`config.mk`:
```
export PLATFORM = sky130hd
export DESIGN_NAME = ttc_div
export DESIGN_NICKNAME = d
export VERILOG_FILES = /design/src/rtl/ttc_pkg.sv /design/src/rtl/ttc_div.sv
export SDC_FILE = /design/constraint.sdc
export NUM_CORES = 2
export LEC_CHECK = 0
export BUFFER_PORTS_ARGS = -buffer_cell sky130_fd_sc_hd__buf_2
export CORE_MARGIN = 2
export CORE_UTILIZATION = 55
export DETAILED_ROUTE_END_ITERATION = 16
export HOLD_SLACK_MARGIN = 0.08
export PLACE_DENSITY = 0.75
export SYNTH_ARGS = -nofsm -noshare
export SYNTH_HDL_FRONTEND = slang
export SYNTH_SLANG_ARGS = --single-unit
```
`constraint.sdc`:
```
create_clock -name clk -period 3.8 [get_ports clk]
set_input_delay 0.76 -clock clk [delete_from_list [all_inputs] [get_ports clk]]
set_output_delay 0.76 -clock clk [all_outputs]
set_load 0.005 [all_outputs]
```
`src/rtl/ttc_pkg.sv`:
```
// Shared constants, codes and arithmetic helpers of the terrain transmittance correction.
package ttc_pkg;

	localparam int unsigned FULL_TURN    = 23040;
	localparam int unsigned QUARTER_TURN = 5760;
	localparam int unsigned EIGHTH_TURN  = 2880;
	localparam int unsigned RAD_PER_UNIT = 292818;

	localparam logic [30:0] ONE30  = 31'h4000_0000;
	localparam logic [30:0] C_2    = 31'(64'h4000_0000 / 2);
	localparam logic [30:0] C_6    = 31'(64'h4000_0000 / 6);
	localparam logic [30:0] C_24   = 31'(64'h4000_0000 / 24);
	localparam logic [30:0] C_120  = 31'(64'h4000_0000 / 120);
	localparam logic [30:0] C_720  = 31'(64'h4000_0000 / 720);
	localparam logic [30:0] C_5040 = 31'(64'h4000_0000 / 5040);
	localparam logic [30:0] LN2_Q30 = 31'd744261118;

	localparam int unsigned LOG_FRAC       = 24;
	localparam int unsigned EXP_TERMS      = 12;
	localparam int unsigned VIEW_COS_FLOOR = 3;
	localparam int unsigned TDOWN_MAX      = 262143;

	// Latency of the sine/cosine pipeline.
	localparam int unsigned CS_LAT = 9;

	// Divider widths of the downward and upward paths.
	localparam int unsigned TDN_NUM_W = 46;
	localparam int unsigned TUP_NUM_W = 44;
	localparam int unsigned DIV_DEN_W = 16;

	localparam logic [1:0] REG_SUN_ZENITH   = 2'd0;
	localparam logic [1:0] REG_SUN_AZIMUTH  = 2'd1;
	localparam logic [1:0] REG_COS_SUN      = 2'd2;
	localparam logic [1:0] REG_COS_VIEW_REF = 2'd3;

	// Unsigned Q30 product, truncated.
	function automatic logic [30:0] mul30(input logic [30:0] a, input logic [30:0] b);
		logic [61:0] p;
		p = 62'(a) * 62'(b);
		return p[60:30];
	endfunction

	// Signed Q30 product taken on magnitudes, truncated toward zero.
	function automatic logic signed [31:0] smul30(input logic signed [31:0] a,
			input logic signed [31:0] b);
		logic [30:0] ua;
		logic [30:0] ub;
		logic [30:0] m;
		ua = a[31] ? 31'(-a) : a[30:0];
		ub = b[31] ? 31'(-b) : b[30:0];
		m  = mul30(ua, ub);
		return (a[31] ^ b[31]) ? -$signed({1'b0, m}) : $signed({1'b0, m});
	endfunction

	// Q30 to Q15 with the magnitude rounded half up.
	function automatic logic signed [18:0] q30_to_q15(input logic signed [32:0] v);
		logic [32:0] mag;
		logic [33:0] rnd;
		mag = v[32] ? 33'(-v) : 33'(v);
		rnd = 34'(mag) + 34'd16384;
		return v[32] ? -$signed({1'b0, rnd[32:15]}) : $signed({1'b0, rnd[32:15]});
	endfunction

endpackage

```
`src/rtl/ttc_div.sv`:
```
// Pipelined restoring divider, one quotient bit per stage.
module ttc_div
	import ttc_pkg::*;
#(
	parameter int unsigned NUM_W = TDN_NUM_W,
	parameter int unsigned DEN_W = DIV_DEN_W
) (
	input  logic             clk,
	input  logic [NUM_W-1:0] num,
	input  logic [DEN_W-1:0] den,
	output logic [NUM_W-1:0] quot
);

	logic [DEN_W-1:0] rem_s [NUM_W];
	logic [NUM_W-1:0] nq_s  [NUM_W];
	logic [DEN_W-1:0] den_s [NUM_W];

	for (genvar i = 0; i < NUM_W; i++) begin : g_stage
		logic [DEN_W-1:0] rin;
		logic [NUM_W-1:0] nin;
		logic [DEN_W-1:0] din;
		logic [DEN_W:0]   trial;
		if (i == 0) begin : g_first
			assign rin = '0;
			assign nin = num;
			assign din = den;
		end else begin : g_next
			assign rin = rem_s[i-1];
			assign nin = nq_s[i-1];
			assign din = den_s[i-1];
		end
		assign trial = {rin, nin[NUM_W-1]};
		always_ff @(posedge clk) begin
			den_s[i] <= din;
			if (trial >= {1'b0, din}) begin
				rem_s[i] <= DEN_W'(trial - {1'b0, din});
				nq_s[i]  <= {nin[NUM_W-2:0], 1'b1};
			end else begin
				rem_s[i] <= trial[DEN_W-1:0];
				nq_s[i]  <= {nin[NUM_W-2:0], 1'b0};
			end
		end
	end

	assign quot = nq_s[NUM_W-1];

endmodule
```
==> results by group <==
Clocking
  • CTS tree: built
  • Clock tree buffer depth: 4
  • # H-tree levels: 5
  • Latest clock arrival within the worst-skew pair: 950 ps
  • Num Clock Sinks: 3556
  • Clock Pin Slew Worst Setup and Hold Paths: 60 ps
  • Num CTS Buffers: 349
  • Root buf cell: clkbuf_16

Finish
  • Area grow syn2layout: 14.69%
  • Register area: 0.07119 sq mm
  • Fillcell total: 15.55k
  • Share of cells above drive strength 1: 11.31%
  • Multi-input gate area: 0.03804 sq mm
  • Fin nets: 10.98k

GRT
  • Met1 global-route usage: 24.77%
  • Global-route usage over all layers: 19.20%
  • Largest net degree at the start of global routing: 32
  • GR Util met3: 2.936%
  • GR Util met2: 32.66%
  • Gr busiest metal: met2
  • Initial antenna violation count: 5
  • Number of global-route vias before repair: 66.95k
  • Grt ovf: 0
  • First-pass GRT wire length: 334400 um

Synth
  • Share of the synthesized area in the top cell type: 62.92%
  • Netlist cell types: 91
  • Register area share after synthesis: 62.92%
  • Syn_nets: 10.50k
  • Post-synth EDFFs: 0
  • Mapped cell area: 0.1131 sq mm
  • Seq cells post-synth: 3556
  • Synthesized area per cell: 11.70 sq um
  • Syn. warnings: 0
  • Top-count cell post-synth: dfxtp_1
  • Cell count after synthesis: 9667
  • Commonest cells in the synthesized netlist: dfxtp_1 (3556), inv_1 (919), ha_1 (722)
  • Area leader, netlist: dfxtp_1
  • Synth async-reset ratio: 0%
  • Most area-consuming cells after synthesis: dfxtp_1 (63%), ha_1 (8.0%), mux2_2 (3.1%)
  • Prevailing post-synth register cell: dfxtp_1

Power and ir drop
  • Peak supply drop: 0.5613 mV
  • Pwr Density: 897.9 mW/mm^2
  • Pleak: 0.05833 uW

Detailed routing
  • Pre-antenna DRT Iters: 6
  • Final WL: 201700 um
  • Antenna-violating nets left: 0
  • # DRC: 0
  • DR vias: 66.27k
  • Drt wl/cell: 15.39 um
  • Violation count after the first detailed-route iteration: 3891
  • Via/cell ratio: 5.056

Timing
  • Slew @ Worst Pin: 1211 ps
  • Rel. slew slack: 19.29%
  • Final Hold Fails: 0
  • Slew Viols, Final: 0
  • TNS Setup: 0 ps
  • PnR worst setup slack: 371.2 ps
  • Clock skew: 90.24 ps
  • RSZ-0062 raised after global routing: false
  • Fmax: 291.6 MHz
  • Fin crit share: 90.23%
  • Final setup violation count: 0
  • Fin crit period: 3429 ps

Placement
  • Gpl congestion: 0.9052
  • Port bufs: 108
  • Setup WS pre-CTS: 452.0 ps
  • Hpwl dp: 143900 um

Floorplan
  • IO Pins: 109
  • Die W: 457.6 um
  • Core Area: 0.2046 sq mm
  • Die area: 0.2094 sq mm
  • Initial Util: 55.30%
  • Chip Height: 457.6 um
  • FP Rows: 166

Critical path
  • Slowest cell on the critical path: o21ai_2
  • Crit path kind: flip-flop to flip-flop
  • CP Cell Sequence: inv_1 -> ha_1 -> and4_1 -> o21a_1 -> o31a_1 -> o22ai_1 -> o21ai_0 -> nor4_1 -> o21ai_2 -> mux2_2
  • Crit path launch type: flip-flop
  • Reg-to-Reg End: rem_s[41][7]
  • Reg2Reg Setup Slack: 370 ps
  • CP Data Arrival Time: 4220 ps
  • Launch point of the worst reg-to-reg path: den_s[2][133]
  • Worst EP required: 4590 ps
  • Maximum fanout along the worst path: 28
  • Critical Path Sink Type: flip-flop
  • Max incr delay on CP: 960 ps
  • Worst-case reg-to-reg path depth: 10

Status
  • Status: complete, no violations

Job
  • Maxcap violations: 0

Worst hold path
  • Min-delay src: num[45]
  • Worst Hold Class: input port to flip-flop
  • Hold Crit Depth: 3
  • Hold EP: rem_s[0][0]
## cell usage in the layout (no fill, tap or decap), types with 23 or more instances in the layout
master | synthesis | layout
mux2_2 | 312 | 312
dlygate4sd3_1 | 0 | 61
clkbuf_1 | 45 | 51
clkinvlp_4 | 0 | 29
a211oi_1 | 28 | 26
or3_1 | 44 | 44
nor2b_1 | 111 | 111
o31ai_1 | 42 | 40
a211o_1 | 26 | 26
clkbuf_16 | 0 | 354
a21o_1 | 166 | 166
inv_1 | 919 | 919
ha_1 | 722 | 722
a21oi_1 | 475 | 475
nand3_1 | 91 | 91
fa_1 | 44 | 44
xnor2_1 | 295 | 295
dfxtp_1 | 3556 | 3556
o211ai_1 | 23 | 23
nand2_1 | 503 | 503
o31a_1 | 38 | 38
nor3_1 | 125 | 125
mux2i_1 | 53 | 53
clkinv_2 | 0 | 43
nor2_1 | 447 | 447
bufinv_16 | 0 | 46
buf_2 | 34 | 108
nor4_1 | 32 | 31
o21bai_1 | 58 | 58
clkbuf_8 | 0 | 71
a21boi_0 | 48 | 48
xor2_1 | 207 | 207
a31oi_1 | 49 | 49
o21a_1 | 91 | 91
buf_4 | 5 | 56
nand2b_1 | 73 | 73
nand4_1 | 105 | 105
o21ai_0 | 523 | 522
## worst max path at each step
stage | startpoint | to | slack (ps) | cells after the start
finish | den_s[2][133] | rem_s[41][7] | 370 | 10
CTS | den_s[2][133] | rem_s[41][7] | 430 | 10
floorplan | den_s[0][161] | rem_s[11][10] | 900 | 12
global placement | den_s[2][49] | rem_s[36][10] | 550 | 12
detailed placement | den_s[2][133] | rem_s[41][3] | 450 | 10
global route | den_s[2][133] | rem_s[41][4] | 160 | 10
## worst max-delay path, delay by kind of cell (launching register included)
| kind | cells | cell delay (ps) |
|---|---|---|
| AO/OA/AOI/OAI | 5 | 1770 |
| multiplexers | 1 | 420 |
| AND/OR/NAND/NOR | 2 | 380 |
| adder cells (fa/ha/maj) | 1 | 360 |
| flip-flops | 1 | 330 |
| buffers and inverters | 1 | 50 |
## what timing repair did
item | in CTS | in global routing
hold buffers | 61 | 0
hold endpoints to repair | 61 | 0
gates resized for setup | 0 | 0
buffers inserted | 0 | 0
## report_power, final
part	internal (uW)	switching, uW	total, uW
clock	21600	13800	35400
combinational	15300	17300	32600
sequential	45100	3360	48500
## stage by stage
stage	hold slack [ps]	area (sq um)	util [%]	instances	power (uW)
after detailed placement	312.1	117000	57.20	12430	81440
after global routing	144.4	129800	63.43	13110	123700
after global placement	309.5	117000	57.20	12430	80470
final	189.3	129800	63.43	13110	116500
after CTS	134.0	129800	63.42	13110	117500
after floorplan	309.6	113100	-	9667	73580
## registers in the layout (all words and copies together), names as in the netlist
signal	count
nq_s	2116
den_s	720
rem_s	720
## cell families after synthesis
| family | Yosys count | share of synthesized area (%) |
|---|---|---|
| flops | 3556 | 62.92 |
| compound gates | 1776 | 10.04 |
| simple gates | 1653 | 6.940 |
| buf+inv | 1019 | 3.511 |
| fa+ha+maj | 766 | 8.763 |
| xor+xnor | 502 | 3.886 |
| mux | 395 | 3.942 |
## final cells by class
| cell class | count | share of cell area [%] |
|---|---|---|
| antenna | 2 | 0.003857 |
| clock buffer | 476 | 7.727 |
| clock inverter | 144 | 1.610 |
| inverter | 926 | 2.679 |
| multi-input combinational | 5092 | 29.32 |
| sequential | 3556 | 54.86 |
| tap | 2688 | 2.592 |
| timing repair buffer | 225 | 1.211 |
## routing by layer
layer  vias to the layer above  part of all wire (%)
li1                      33590                     -
met2                      1241                    47
met4                         0                   3.1
met5                         -                     0
met3                       446                   4.0
met1                     31000                    46
Power figures use the tool's default switching activity.
